===== config.mk =====
export PLATFORM = sky130hd
export DESIGN_NAME = fpec_ctrl
export DESIGN_NICKNAME = d
export VERILOG_FILES = /design/src/rtl/fpec_pkg.sv /design/src/rtl/fpec_ctrl.sv
export SDC_FILE = /design/constraint.sdc
export NUM_CORES = 1
export LEC_CHECK = 0
export ABC_AREA = 1
export BUFFER_PORTS_ARGS = -buffer_cell sky130_fd_sc_hd__clkbuf_2
export CAP_MARGIN = 20
export CORE_MARGIN = 5
export CORE_UTILIZATION = 49
export CTS_CLUSTER_DIAMETER = 50
export DETAILED_ROUTE_END_ITERATION = 6
export GPL_ROUTABILITY_DRIVEN = 1
export HOLD_SLACK_MARGIN = 0.1
export PLACE_DENSITY = 0.84
export SYNTH_ARGS = -nofsm -noshare
export SYNTH_HDL_FRONTEND = slang
export SYNTH_SLANG_ARGS = --single-unit
export TNS_END_PERCENT = 100

===== constraint.sdc =====
create_clock -name clk_i -period 1.4 [get_ports clk_i]
set_input_delay 0 -clock clk_i [delete_from_list [all_inputs] [get_ports clk_i]]
set_output_delay 0 -clock clk_i [all_outputs]
set_load 0.005 [all_outputs]

===== src/rtl/fpec_pkg.sv =====
package fpec_pkg;

  // Item kinds carried by the mode field.
  localparam logic [1:0] MODE_LOAD    = 2'd0;
  localparam logic [1:0] MODE_EXTRACT = 2'd1;
  localparam logic [1:0] MODE_SPHERE  = 2'd2;
  localparam logic [1:0] MODE_POINT   = 2'd3;

  localparam int unsigned PLANE_COUNT = 6;
  localparam int unsigned WORD_COUNT  = PLANE_COUNT * 4;

  // Commands from the sequencer to the datapath.
  typedef struct packed {
    logic       wr_mat;
    logic       cap;
    logic       ld_w;
    logic       ld_e;
    logic       halve;
    logic       sqm;
    logic       sqa;
    logic       rt_init;
    logic       rt_step;
    logic       dv_init;
    logic       dv_step;
    logic       st;
    logic       q_issue;
    logic [2:0] p;
    logic [1:0] k;
    logic [5:0] it;
    logic [4:0] qw;
  } cmd_t;

  // Matrix row combined with the fourth row for each plane.
  function automatic logic [1:0] plane_row(input logic [2:0] p);
    logic [1:0] r;
    case (p[2:1])
      2'd0:    r = 2'd2;
      2'd1:    r = 2'd0;
      2'd2:    r = 2'd1;
      default: r = 2'd0;
    endcase
    return r;
  endfunction

endpackage


===== src/rtl/fpec_ctrl.sv =====
module fpec_ctrl (
  input  logic               clk_i,
  input  logic               rst_ni,
  input  logic               start_i,
  input  logic [1:0]         mode_i,
  output logic               busy_o,
  output logic               valid_o,
  output fpec_pkg::cmd_t     cmd_o
);

  localparam logic [3:0] S_IDLE = 4'd0;
  localparam logic [3:0] S_EW   = 4'd1;
  localparam logic [3:0] S_EE   = 4'd2;
  localparam logic [3:0] S_HALF = 4'd3;
  localparam logic [3:0] S_SQM  = 4'd4;
  localparam logic [3:0] S_SQA  = 4'd5;
  localparam logic [3:0] S_RTI  = 4'd6;
  localparam logic [3:0] S_RT   = 4'd7;
  localparam logic [3:0] S_DVI  = 4'd8;
  localparam logic [3:0] S_DV   = 4'd9;
  localparam logic [3:0] S_ST   = 4'd10;
  localparam logic [3:0] S_Q    = 4'd11;
  localparam logic [3:0] S_DONE = 4'd12;

  logic [3:0] state_q, state_d;
  logic [2:0] p_q, p_d;
  logic [1:0] k_q, k_d;
  logic [5:0] it_q, it_d;
  logic [4:0] cnt_q, cnt_d;
  logic       acc;

  assign acc     = start_i && (state_q == S_IDLE);
  assign busy_o  = (state_q != S_IDLE);
  assign valid_o = (state_q == S_DONE);

  // Next state, counters and commands.
  always_comb begin
    state_d = state_q;
    p_d     = p_q;
    k_d     = k_q;
    it_d    = it_q;
    cnt_d   = cnt_q;
    cmd_o   = '0;
    cmd_o.p  = p_q;
    cmd_o.k  = k_q;
    cmd_o.it = it_q;
    cmd_o.qw = cnt_q;
    case (state_q)
      S_IDLE: begin
        if (acc) begin
          cmd_o.cap = 1'b1;
          case (mode_i)
            fpec_pkg::MODE_LOAD: cmd_o.wr_mat = 1'b1;
            fpec_pkg::MODE_EXTRACT: begin
              p_d     = '0;
              k_d     = '0;
              state_d = S_EW;
            end
            default: begin
              cnt_d   = '0;
              state_d = S_Q;
            end
          endcase
        end
      end
      S_EW: begin
        cmd_o.ld_w = 1'b1;
        state_d    = S_EE;
      end
      S_EE: begin
        cmd_o.ld_e = 1'b1;
        k_d        = k_q + 2'd1;
        state_d    = (k_q == 2'd3) ? S_HALF : S_EW;
      end
      S_HALF: begin
        cmd_o.halve = 1'b1;
        k_d         = '0;
        state_d     = S_SQM;
      end
      S_SQM: begin
        cmd_o.sqm = 1'b1;
        state_d   = S_SQA;
      end
      S_SQA: begin
        cmd_o.sqa = 1'b1;
        if (k_q == 2'd2) begin
          k_d     = '0;
          state_d = S_RTI;
        end else begin
          k_d     = k_q + 2'd1;
          state_d = S_SQM;
        end
      end
      S_RTI: begin
        cmd_o.rt_init = 1'b1;
        it_d          = 6'd31;
        state_d       = S_RT;
      end
      S_RT: begin
        cmd_o.rt_step = 1'b1;
        it_d          = it_q - 6'd1;
        if (it_q == '0) begin
          k_d     = '0;
          state_d = S_DVI;
        end
      end
      S_DVI: begin
        cmd_o.dv_init = 1'b1;
        it_d          = 6'd48;
        state_d       = S_DV;
      end
      S_DV: begin
        cmd_o.dv_step = 1'b1;
        it_d          = it_q - 6'd1;
        if (it_q == '0) begin
          state_d = S_ST;
        end
      end
      S_ST: begin
        cmd_o.st = 1'b1;
        k_d      = k_q + 2'd1;
        if (k_q == 2'd3) begin
          if (p_q == 3'(fpec_pkg::PLANE_COUNT - 1)) begin
            state_d = S_IDLE;
          end else begin
            p_d     = p_q + 3'd1;
            state_d = S_EW;
          end
        end else begin
          state_d = S_DVI;
        end
      end
      S_Q: begin
        cmd_o.q_issue = (cnt_q < 5'(fpec_pkg::WORD_COUNT));
        cnt_d         = cnt_q + 5'd1;
        if (cnt_q == 5'(fpec_pkg::WORD_COUNT)) begin
          state_d = S_DONE;
        end
      end
      S_DONE: begin
        state_d = S_IDLE;
      end
      default: begin
        state_d = S_IDLE;
      end
    endcase
  end

  // State and counter registers.
  always_ff @(posedge clk_i or negedge rst_ni) begin
    if (!rst_ni) begin
      state_q <= S_IDLE;
      p_q     <= '0;
      k_q     <= '0;
      it_q    <= '0;
      cnt_q   <= '0;
    end else begin
      state_q <= state_d;
      p_q     <= p_d;
      k_q     <= k_d;
      it_q    <= it_d;
      cnt_q   <= cnt_d;
    end
  end

  a_done_once: assert property (@(posedge clk_i) disable iff (!rst_ni)
    (state_q == S_DONE) |=> (state_q == S_IDLE))
    else $error("result strobe lasted more than one cycle");

  a_query_start: assert property (@(posedge clk_i) disable iff (!rst_ni)
    (acc && (mode_i == fpec_pkg::MODE_SPHERE || mode_i == fpec_pkg::MODE_POINT))
    |=> (state_q == S_Q))
    else $error("query item did not start the plane walk");

  a_cnt_range: assert property (@(posedge clk_i) disable iff (!rst_ni)
    (state_q == S_Q) |-> (cnt_q <= 5'(fpec_pkg::WORD_COUNT)))
    else $error("plane word counter overran");

endmodule


Word level (Yosys, flattened, before mapping)
Cells that the tools add are included.
Widths: inputs -> output; s select.
{"block": "word_totals", "reg_bits": 20, "inputBits": 5, "word_cells": 90}
{"block": "op_classes", "addsub": 4, "magnitude_cmp": 1, "eq_ne": 26, "mux": 38, "reduce_logical": 16}
{"operator": "$pmux 4 s12", "count": 1}
{"operator": "$eq 4x4->1 const B", "count": 5}
{"operator": "$mux 4", "count": 5}
{"operator": "$pmux 6 s3", "count": 1}
{"operator": "$eq 4x3->1 const B", "count": 4}
{"operator": "$mux 2", "count": 8}
{"operator": "$ne 2x2->1 const B", "count": 8}
{"operator": "$mux 1", "count": 13}
{"operator": "$mux 3", "count": 4}
{"operator": "$mux 5", "count": 2}
{"operator": "$pmux 2 s5", "count": 1}
{"operator": "$pmux 5 s2", "count": 1}
{"operator": "$reduce_and 5->1", "count": 2}
{"operator": "$eq 4x2->1 const B", "count": 2}
{"operator": "$pmux 4 s2", "count": 1}
{"operator": "$logic_not 6->1", "count": 1}
{"operator": "$pmux 3 s2", "count": 1}
{"operator": "$reduce_or 2->1", "count": 3}
{"operator": "$sub 6x1->6 const B", "count": 1}
{"operator": "$add 5x1->5 const B", "count": 1}
{"operator": "$eq 5x5->1 const B", "count": 1}
{"operator": "$lt 5x5->1 const B", "count": 1}
{"operator": "$reduce_bool 5->1", "count": 1}
{"operator": "$eq 2x2->1 const B", "count": 2}
{"operator": "other kinds (14)", "count": 15}

Longest topological paths before layout
Gate-level depths: netlist of the first run.
{"block": "depth", "depth_word": 5, "ltp_mapped": 9, "ltp_nobuf": 9}

Worst setup path after synthesis of the first run
No wires, ideal clock.
{"block": "synth_path", "path_type": "register to register", "from": "reg state_q[2]", "to": "reg p_q[0]", "setup_ns": 0.117, "arrival_ns": 1.163, "setup_slack_ns": 0.120, "path_stages_with_launch": 9, "path_buffers": 0, "synth_period_minus_slack_ns": 1.280, "path_cell_list": "dfrtp_1 -> inv_2 -> nand2_2 -> nor2_2 -> nand3_1 -> nand2_1 -> nand2_1 -> nand2_1 -> nand2_1"}
{"block": "synth_between", "elab_chain_len": 4, "elab_cells_between_ends": 10, "classes_between": "eq/ne: 5; mux: 1; reduce/logical: 4"}
{"item": "from (decl)", "line": "fpec_ctrl.sv:25", "text": "logic [3:0] state_q, state_d;"}
{"item": "from (signal assigned)", "line": "fpec_ctrl.sv:158", "text": "state_q <= state_d;"}
{"item": "$logic_not 4->1", "line": "fpec_ctrl.sv:32, fpec_ctrl.sv:48"}
{"item": "$logic_and 1x1->1", "line": "fpec_ctrl.sv:32", "text": "assign acc = start_i && (state_q == S_IDLE);"}
{"item": "$ne 2x2->1 (no source line)"}
{"item": "$reduce_and 5->1 (no source line)"}
{"item": "to (signal assigned)", "line": "fpec_ctrl.sv:159", "text": "p_q <= p_d;"}
{"item": "to (decl)", "line": "fpec_ctrl.sv:26", "text": "logic [2:0] p_q, p_d;"}
Several ways; a longest one is shown, not always the timed one.
A chain may end at the register's enable or synchronous reset.

Final worst setup path of the first run
{"block": "layout_path", "from": "reg state_q[3]", "to": "reg it_q[4]"}
{"block": "layout_between", "elab_chain_len": 3, "elab_cells_between_ends": 7, "classes_between": "eq/ne: 4; mux: 1; reduce/logical: 2"}
{"item": "$eq 4x4->1 or $eq 4x3->1 (tied branches)", "line": "fpec_ctrl.sv:48", "text": "case (state_q)"}
{"item": "$reduce_or 2->1 (no source line)"}
{"item": "$pmux 6 s3 or $reduce_bool 3->1 (tied branches)"}
{"item": "to (signal assigned)", "line": "fpec_ctrl.sv:161", "text": "it_q <= it_d;"}
{"item": "to (decl)", "line": "fpec_ctrl.sv:28", "text": "logic [5:0] it_q, it_d;"}
Several ways; a longest one is shown, not always the timed one.

==> metrics.md, run 1 <==
| Metric | Value |
|---|---|
| Initial antenna violation count | `0` |
| Nets@finish | `303` |
| Synth Area per Inst | `6.602 µm²` |
| Syn. warnings | `0` |
| Routed wl met2 | `2274 µm` |
| Starting density of the core | `50.13%` |
| Met3 wire len | `292 µm` |
| Post-DR wirelength/cell | `13.78 µm` |
| Final period utilization | `104.8%` |
| Worst slack, placed | `9.581 ps` |
| Post-route worst setup slack | `-66.54 ps` |
| Die area | `4280 µm²` |
| Clk_lat worst skew | `330 ps` |
| Worst r2r src | `state_q[3]$_DFFE_PN0P_` |
| Failing checks | `setup timing` |
| Worst Path Arrival | `1690 ps` |
| HP Class | `in -> reg` |
| Setup CP Type | `reg -> reg` |
| Total global-route track usage | `19.75%` |
| Pre-Repair DR Iteration Count | `4` |
| Inst Count DP | `305` |
| Initial DRC Count | `81` |
| Fin util | `68.92%` |
| RSZ-0062 raised after global routing | `yes` |
| Crit path max fanout | `5` |
| Max Slew Vio Count | `0` |
| Final hold violation count | `0` |
| M1 WL | `1757 µm` |
| Core Region | `3003 µm²` |
| Setup TNS | `-533.8 ps` |
| Area Growth Syn to Fin | `37.49%` |
| Top Metal Used | `met4` |
| Die width | `65.43 µm` |
| Hold path start | `mode_i[0]` |
| Top-level port count | `36` |
| Vias | `1,679` |
| Site Rows | `20` |
| Slew margin rel. | `63.48%` |
| CTS Root Cell | `clkbuf_4` |
| DRT antenna net count | `0` |
| Antenna cells | `0` |
| Die Ht | `65.43 µm` |
| Worst Tran Pin Value | `547.8 ps` |
| Worst VDD drop | `0.3136 mV` |
| Vias in the first global route | `1,571` |
| #FFs+latches synth | `20` |
| Final global-route overflow total | `0` |
| Largest net degree at the start of global routing | `21` |
| # clock sinks | `20` |
| Most frequent cells in the layout | `nand2_1, clkbuf_2, inv_1` |
| CTS tree | `yes` |
| First-pass GRT wire length | `6610 µm` |
| Distinct cells, synth | `23` |
| Final cell count without fillers | `320` |
| Gpl congestion | `0.9133` |
| Vias per Instance | `5.247` |
| Startpoint types | `register` |
| Clock buffer depth | `2` |
| DRC | `0` |
| Hold path depth | `7` |
| Reg2reg end | `it_q[4]$_DFFE_PN0P_` |
| PwrDens | `476.2 nW/µm²` |
| Clock H-tree levels | `1` |
| Clock-pin slew on the worst setup and hold paths | `130 ps` |
| Post-DP HPWL | `2926 µm` |
| R2R depth | `9` |
| Status | `finished, violations left` |
| Reg-to-reg slack, setup | `-70 ps` |
| Layout cells sized above 1 | `36.59%` |
| Most common cell after layout, fill and taps aside | `nand2_1` |
| DRT Wirelength | `4410 µm` |
| Cts bufs inserted | `3` |
| # port buffers | `35` |
| CP required | `1620 ps` |
| Endpoint, Worst Hold | `p_q[0]$_DFFE_PN0P_` |
| Mapped Cells | `228` |
| Sequential cell area fraction in the yosys report | `33.25%` |
| Critical Path Sink Type | `register` |
| Fmax | `681.9 MHz` |
| Final setup fails | `14` |
| Tmin final | `1467 ps` |
| Syn nets | `243` |
| Max_cap viols | `0` |
| Clk_skew | `10.16 ps` |
| Leak Pwr | `1.209 nW` |
| Mapped Area | `1505 µm²` |
-- how the worst max path moves through the flow --
stage / start / endpoint / slack [ps] / cells past startpoint
after floorplan: state_q[2]$_DFFE_PN0P_ / p_q[0]$_DFFE_PN0P_ / 120 / 8
after CTS: state_q[1]$_DFFE_PN0P_ / cmd_o[16] / -40 / 6
after global placement: state_q[0]$_DFFE_PN0P_ / it_q[3]$_DFFE_PN0P_ / 40 / 9
after detailed placement: state_q[0]$_DFFE_PN0P_ / it_q[2]$_DFFE_PN0P_ / 10 / 9
final: state_q[3]$_DFFE_PN0P_ / it_q[4]$_DFFE_PN0P_ / -70 / 9
after global routing: state_q[3]$_DFFE_PN0P_ / it_q[1]$_DFFE_PN0P_ / -120 / 10
-- report_power, final --
| part | leakage, nW | total, mW | switching [mW] | internal [mW] |
|---|---|---|---|---|
| clock network | 0.0210 | 0.377 | 0.217 | 0.160 |
| logic | 0.969 | 0.0312 | 0.0206 | 0.0107 |
| registers | 0.219 | 0.578 | 0 | 0.578 |
-- area by class of cell --
cell class	count	area, µm²
fillers	236	933.4
inverters	38	152.6
multi-input cells	170	972.2
clock buffers	4	36.28
repair buffers	55	361.6
flip-flops and latches	20	505.5
well taps	33	41.29
-- logic make-up after synthesis --
group,synth area share (%)
flip-flops,33.25
XOR/XNOR,1.746
AO/OA/AOI/OAI,6.234
AND/OR/NAND/NOR,40.82
buffers and inverters,9.643
adder cells (fa/ha/maj),8.313
-- critical path: stages, from the launching register on --
cell	delay, ps
dfrtp_2	470
buf_6	130
buf_6	110
nor2_4	120
nand2_2	100
nand2_4	140
buf_6	120
nand2_2	40
nand2_1	60
nand3_1	60
-- sequential cells by signal (all words and copies together), names as in the netlist --
| signal | cells |
|---|---|
| it_q | 6 |
| p_q | 3 |
| k_q | 2 |
| state_q | 4 |
| cnt_q | 5 |
-- what timing repair did --
action | in CTS | in global routing
pin swaps | 4 | 8
endpoints found under the hold margin | 24 | 0
setup buffers | 5 | 3
hold buffers | 3 | 0
endpoints found under the setup margin | 10 | 29
resized for setup | 9 | 41
-- layer usage --
metal | global-route usage [%] | vias up
met3 | 3.077 | 9
li1 | - | 824
met1 | 24.25 | 763
met2 | 34.13 | 83
met4 | 8.290 | 0
met5 | 0 | -
-- Yosys cell counts --
| cell | number | area [µm²] |
|---|---|---|
| nand2_1 | 68 | 255.2 |
| inv_1 | 32 | 120.1 |
| nor2_1 | 27 | 101.4 |
| nand3_1 | 24 | 120.1 |
| dfrtp_1 | 20 | 500.5 |
| o21ai_0 | 11 | 55.05 |
| ha_1 | 10 | 125.1 |
| nand2_2 | 7 | 43.79 |
| nor2_2 | 6 | 37.54 |
| inv_2 | 5 | 18.77 |
| nor3_1 | 3 | 15.01 |
| xor2_1 | 3 | 26.28 |
| o21bai_1 | 2 | 15.01 |
| a21oi_1 | 1 | 5.000 |
| inv_4 | 1 | 6.260 |
| nand2_4 | 1 | 11.26 |
| nand4_1 | 1 | 6.260 |
| nor2_4 | 1 | 11.26 |
| o211ai_1 | 1 | 7.510 |
| o21ai_1 | 1 | 5.000 |
| o22ai_1 | 1 | 6.260 |
| or2_0 | 1 | 6.260 |
| or2_2 | 1 | 6.260 |
-- metrics by stage --
stage / hold slack, ps / power [mW] / area [µm²]
2_1_floorplan: -295.6 / 0.5933 / 1505
3_3_place_gp: 7.354 / 0.6132 / 1789
3_5_place_dp: 7.396 / 0.6134 / 1789
4_1_cts: 141.1 / 0.9829 / 1921
5_1_grt: 197.4 / 1.006 / 2069
6_report: 147.2 / 0.9855 / 2069
(Power assumes the default switching activity.)
==> inputs of run 2 (changes only) <==
Settings changed: ABC_AREA 1 to default.
==> run 2 against run 1 <==
The run now fails in global routing. Area after synthesis decreased by 4.8%. Synthesized cell count decreased by 27%.
==> metrics.md, run 2 <==
| Metric | Value |
|---|---|
| Initial antenna violation count | `0` |
| Yosys top cell by area | `dfrtp_1` |
| Cts bufs inserted | `3 (unchanged)` |
| Largest cells by area after synthesis | `dfrtp_1, ha_1, nor2_1, a21oi_1, nand2_1` |
| Syn. warnings | `0 (unchanged)` |
| Most common cell in the synthesized netlist | `dfrtp_1` |
| Mapped Cells | `166 (-27%)` |
| Clock H-tree levels | `1 (unchanged)` |
| #FFs+latches synth | `20 (unchanged)` |
| Failed at | `global routing` |
| Synth top area share | `34.93% (+1.7 points)` |
| Error msg | `[ERROR DPL-0033] detailed placement checks failed during check placement.` |
| Largest net degree at the start of global routing | `21` |
| Post-DP HPWL | `3088 µm (+5.5%)` |
| # clock sinks | `20 (unchanged)` |
| Syn nets | `181 (-26%)` |
| Most frequent cells after synthesis | `dfrtp_1, nor2_1, nand2_1` |
| # port buffers | `35 (unchanged)` |
| Worst EP kind | `sequential cell input` |
| Synth Area per Inst | `8.630 µm² (+31%)` |
| CTS Root Cell | `clkbuf_4` |
| Clock buffer depth | `2 (unchanged)` |
| Site Rows | `19 (-5.0%)` |
| Gpl congestion | `0.8868 (-2.9%)` |
| Number of synthesized flops with an enable pin | `0 (unchanged)` |
| Sequential cell area fraction in the yosys report | `34.93% (+1.7 points)` |
| Mapped Area | `1433 µm² (-4.8%)` |
| Die Ht | `64.07 µm (-2.1%)` |
| Status | `stopped before the end` |
| Worst_ep grt | `state_q[2]$_DFFE_PN0P_/D` |
| Main synth FF type | `dfrtp_1` |
| Worst slack, placed | `-434.3 ps (-443.9 ps)` |
| Top-level port count | `36 (unchanged)` |
| Distinct cells, synth | `43 (+87%)` |
| Die width | `64.07 µm (-2.1%)` |
| Post-synth ARST share | `100.0% (unchanged)` |
| Starting density of the core | `51.51% (+1.4 points)` |
==> run 2: cell families after synthesis <==
group	after synthesis	share of synthesized area (%)
fa+ha+maj	10	8.734
buf+inv	20	5.764
xor+xnor	3	1.834
simple gates	65	24.89
flops	20	34.93
mux	2	1.397
compound gates	46	22.45
==> run 2: what timing repair did <==
action | CTS
resized for setup | 68
hold buffers | 1
hold endpoints to repair | 20
setup endpoints to repair | 35
buffers inserted | 15
pin swaps | 17
==> run 2: stage by stage <==
step           area [µm²]  hold WS [ps]  instances  util, %
4_1_cts              2435         158.4        285    87.54
2_1_floorplan        1471        -295.6        166        -
3_3_place_gp         1969        -11.25        266    70.81
3_5_place_dp         1969        -6.397        266    70.81
==> inputs of run 3 (changes only) <==
Settings changed: CORE_UTILIZATION 49 to 34, CTS_CLUSTER_DIAMETER 50 to default, HOLD_SLACK_MARGIN 0.1 to default, PLACE_DENSITY 0.84 to default, PLACE_DENSITY_LB_ADDON from default to 0.15.
==> run 3 against run 2 <==
The flow now finishes, with violations (setup timing). Synthesized cell count unchanged. Area after synthesis unchanged.
==> metrics.md, run 3 <==
| Metric | Value |
|---|---|
| R2R depth | `7` |
| Failing checks | `setup timing` |
| DRT Wirelength | `6037 µm` |
| Design area | `2843 µm²` |
| Hold path depth | `4` |
| Clk_lat worst skew | `280 ps` |
| Vias per Instance | `5.526` |
| Critical path buffers and inverters | `1` |
| Slew margin rel. | `63.52%` |
| Post-DP HPWL | `3219 µm (+4.2%)` |
| # port buffers | `35 (unchanged)` |
| Final global-route overflow total | `0` |
| Clk_skew | `12.32 ps` |
| PwrDens | `382.4 nW/µm²` |
| CP max-delay cell | `or4b_4` |
| Synth Area per Inst | `8.630 µm² (unchanged)` |
| Largest net degree at the start of global routing | `21` |
| Crit path max fanout | `3` |
| Fill cells | `296` |
| Cts bufs inserted | `3 (unchanged)` |
| CTS Root Cell | `clkbuf_8` |
| Syn nets | `181 (unchanged)` |
| Fin util | `70.56%` |
| Worst Tran Pin Value | `547.2 ps` |
| DP Area | `1981 µm² (+0.57%)` |
| Antenna cells | `0` |
| Critical Path Max Stage Delay | `490 ps` |
| Max_cap viols | `0` |
| Clock-pin slew on the worst setup and hold paths | `90 ps` |
| Mapped Cells | `166 (unchanged)` |
| CP required | `1570 ps` |
| Post-route worst setup slack | `-494.7 ps` |
| Top-level port count | `36 (unchanged)` |
| Final setup fails | `30` |
| Ordered cell list for the critical path | `inv_2 -> ha_4 -> or4b_4 -> o221ai_4 -> and3_4 -> a21oi_2 -> a31oi_1` |
| Layout cells sized above 1 | `63.70%` |
| Post-synth ARST share | `100.0% (unchanged)` |
| Total power draw | `1.087 mW` |
| Tmin final | `1895 ps` |
| #FFs+latches synth | `20 (unchanged)` |
| Number of synthesized flops with an enable pin | `0 (unchanged)` |
| Gpl congestion | `1.017 (+15%)` |
| Die Ht | `74.91 µm (+17%)` |
| Initial antenna violation count | `0` |
| Mapped Area | `1433 µm² (unchanged)` |
| Crit-path leading delay family | `simple AND/OR/NAND/NOR gates` |
| Setup CP Type | `reg -> reg` |
| Status | `finished, violations left` |
| Clock H-tree levels | `1 (unchanged)` |
| Reg-to-reg slack, setup | `-490 ps` |
| Startpoint types | `register` |
| Most frequent cells after synthesis | `dfrtp_1, nor2_1, nand2_1` |
| Fmax | `527.8 MHz` |
| Setup TNS | `-5315 ps` |
| Yosys top cell by area | `dfrtp_1` |
| DRT antenna net count | `0` |
| Sequential cell area fraction in the yosys report | `34.93% (unchanged)` |
| Final hold violation count | `0` |
| Site Rows | `23 (+4)` |
| Endpoint, Worst Hold | `p_q[1]$_DFFE_PN0P_` |
| Worst slack, placed | `-434.2 ps (+0.1010 ps)` |
| Final period utilization | `135.3%` |
| Starting density of the core | `35.56% (-16 points)` |
| Total global-route track usage | `20.14%` |
| CTS tree | `yes` |
| Most common cell after layout, fill and taps aside | `buf_4` |
| Initial DRC Count | `128` |
| # clock sinks | `20 (unchanged)` |
| Hold path start | `start_i` |
| Clock buffer depth | `2 (unchanged)` |
| Die area | `5612 µm²` |
| Syn. warnings | `0 (unchanged)` |
| Stages on worst setup path | `7` |
| Register bank with the most flops | `it_q` |
| Worst Path Arrival | `2070 ps` |
| Die width | `74.91 µm (+17%)` |
| HP Class | `in -> reg` |
| Largest register FFs | `6` |
| Synth top area share | `34.93% (unchanged)` |
| Most frequent cells in the layout | `buf_4, buf_6, clkbuf_2` |
| Vias in the first global route | `1,802` |
| Pre-Repair DR Iteration Count | `4` |
| Worst r2r src | `it_q[1]$_DFFE_PN0P_` |
| Post-DR wirelength/cell | `18.24 µm` |
| Reg2reg end | `state_q[1]$_DFFE_PN0P_` |
| Area Growth Syn to Fin | `98.43%` |
| DRC | `0` |
| Largest regs | `it_q x6, cnt_q x5, state_q x4` |
| Largest cells by area after synthesis | `dfrtp_1, ha_1, nor2_1, a21oi_1, nand2_1` |
| Leak Pwr | `1.320 nW` |
| Vias | `1,829` |
| RSZ-0062 raised after global routing | `yes` |
| Worst VDD drop | `0.2928 mV` |
| Distinct cells, synth | `43 (unchanged)` |
| Critical Path Sink Type | `register` |
| Most common cell in the synthesized netlist | `dfrtp_1` |
| Max Slew Vio Count | `0` |
| First-pass GRT wire length | `8680 µm` |
| Nets@finish | `297` |
| Main synth FF type | `dfrtp_1` |
| Core Region | `4029 µm²` |
run 3: per-layer routing:
| metal | part of all wire (%) | track usage, % |
|---|---|---|
| met1 | 39 | 23.84 |
| met2 | 53 | 37.52 |
| met3 | 4.3 | 2.403 |
| met4 | 2.8 | 6.324 |
| met5 | 0 | 0 |
run 3: area by class of cell:
class	count	area [µm²]	share of cell area (%)
repair buffers	118	985.9	34.68
multi-input cells	126	1164	40.93
clock buffers	4	55.05	1.937
inverters	13	71.32	2.509
flip-flops and latches	20	504.2	17.74
well taps	50	62.56	2.201
run 3: worst reg2reg max path: cells and delay by family (launching register included):
family,cells,cell delay [ps]
AO/OA/AOI/OAI,3,440
flip-flops,1,400
buffers and inverters,1,90
AND/OR/NAND/NOR,2,750
adder cells (fa/ha/maj),1,120
run 3: cell families (layout without fill, tap and decap cells):
family                   after synthesis  count (layout)  synth area share [%]
buffers and inverters                 20             135                 5.764
XOR/XNOR                               3               3                 1.834
multiplexers                           2               2                 1.397
AO/OA/AOI/OAI                         46              46                 22.45
adder cells (fa/ha/maj)               10              10                 8.734
flip-flops                            20              20                 34.93
AND/OR/NAND/NOR                       65              65                 24.89
run 3: power breakdown:
part | total (mW) | internal, mW | switching (mW)
clock network | 0.483 | 0.252 | 0.231
logic | 0.0273 | 0.00700 | 0.0203
registers | 0.577 | 0.577 | 0
run 3: how the worst max path moves through the flow:
stage | startpoint | end | slack [ps]
after floorplan | it_q[0]$_DFFE_PN0P_ | k_q[0]$_DFFE_PN0P_ | -380
after global placement | it_q[0]$_DFFE_PN0P_ | k_q[0]$_DFFE_PN0P_ | -380
after detailed placement | it_q[0]$_DFFE_PN0P_ | k_q[0]$_DFFE_PN0P_ | -430
after CTS | it_q[0]$_DFFE_PN0P_ | k_q[0]$_DFFE_PN0P_ | -430
after global routing | it_q[1]$_DFFE_PN0P_ | state_q[1]$_DFFE_PN0P_ | -580
final | it_q[1]$_DFFE_PN0P_ | state_q[1]$_DFFE_PN0P_ | -490
run 3: metrics by stage:
| step | hold WS [ps] | std cells |
|---|---|---|
| floorplan | -295.6 | 166 |
| global placement | 3.656 | 285 |
| detailed placement | 6.654 | 285 |
| CTS | 207.8 | 322 |
| global route | 233.3 | 331 |
| finish | 205.0 | 331 |
run 3: repair_timing:
item,CTS,global route
endpoints found under the setup margin,31,35
hold buffers,1,0
buffers inserted,37,13
pin swaps,22,18
resized for setup,75,49
hold endpoints to repair,20,0
cloned,0,0
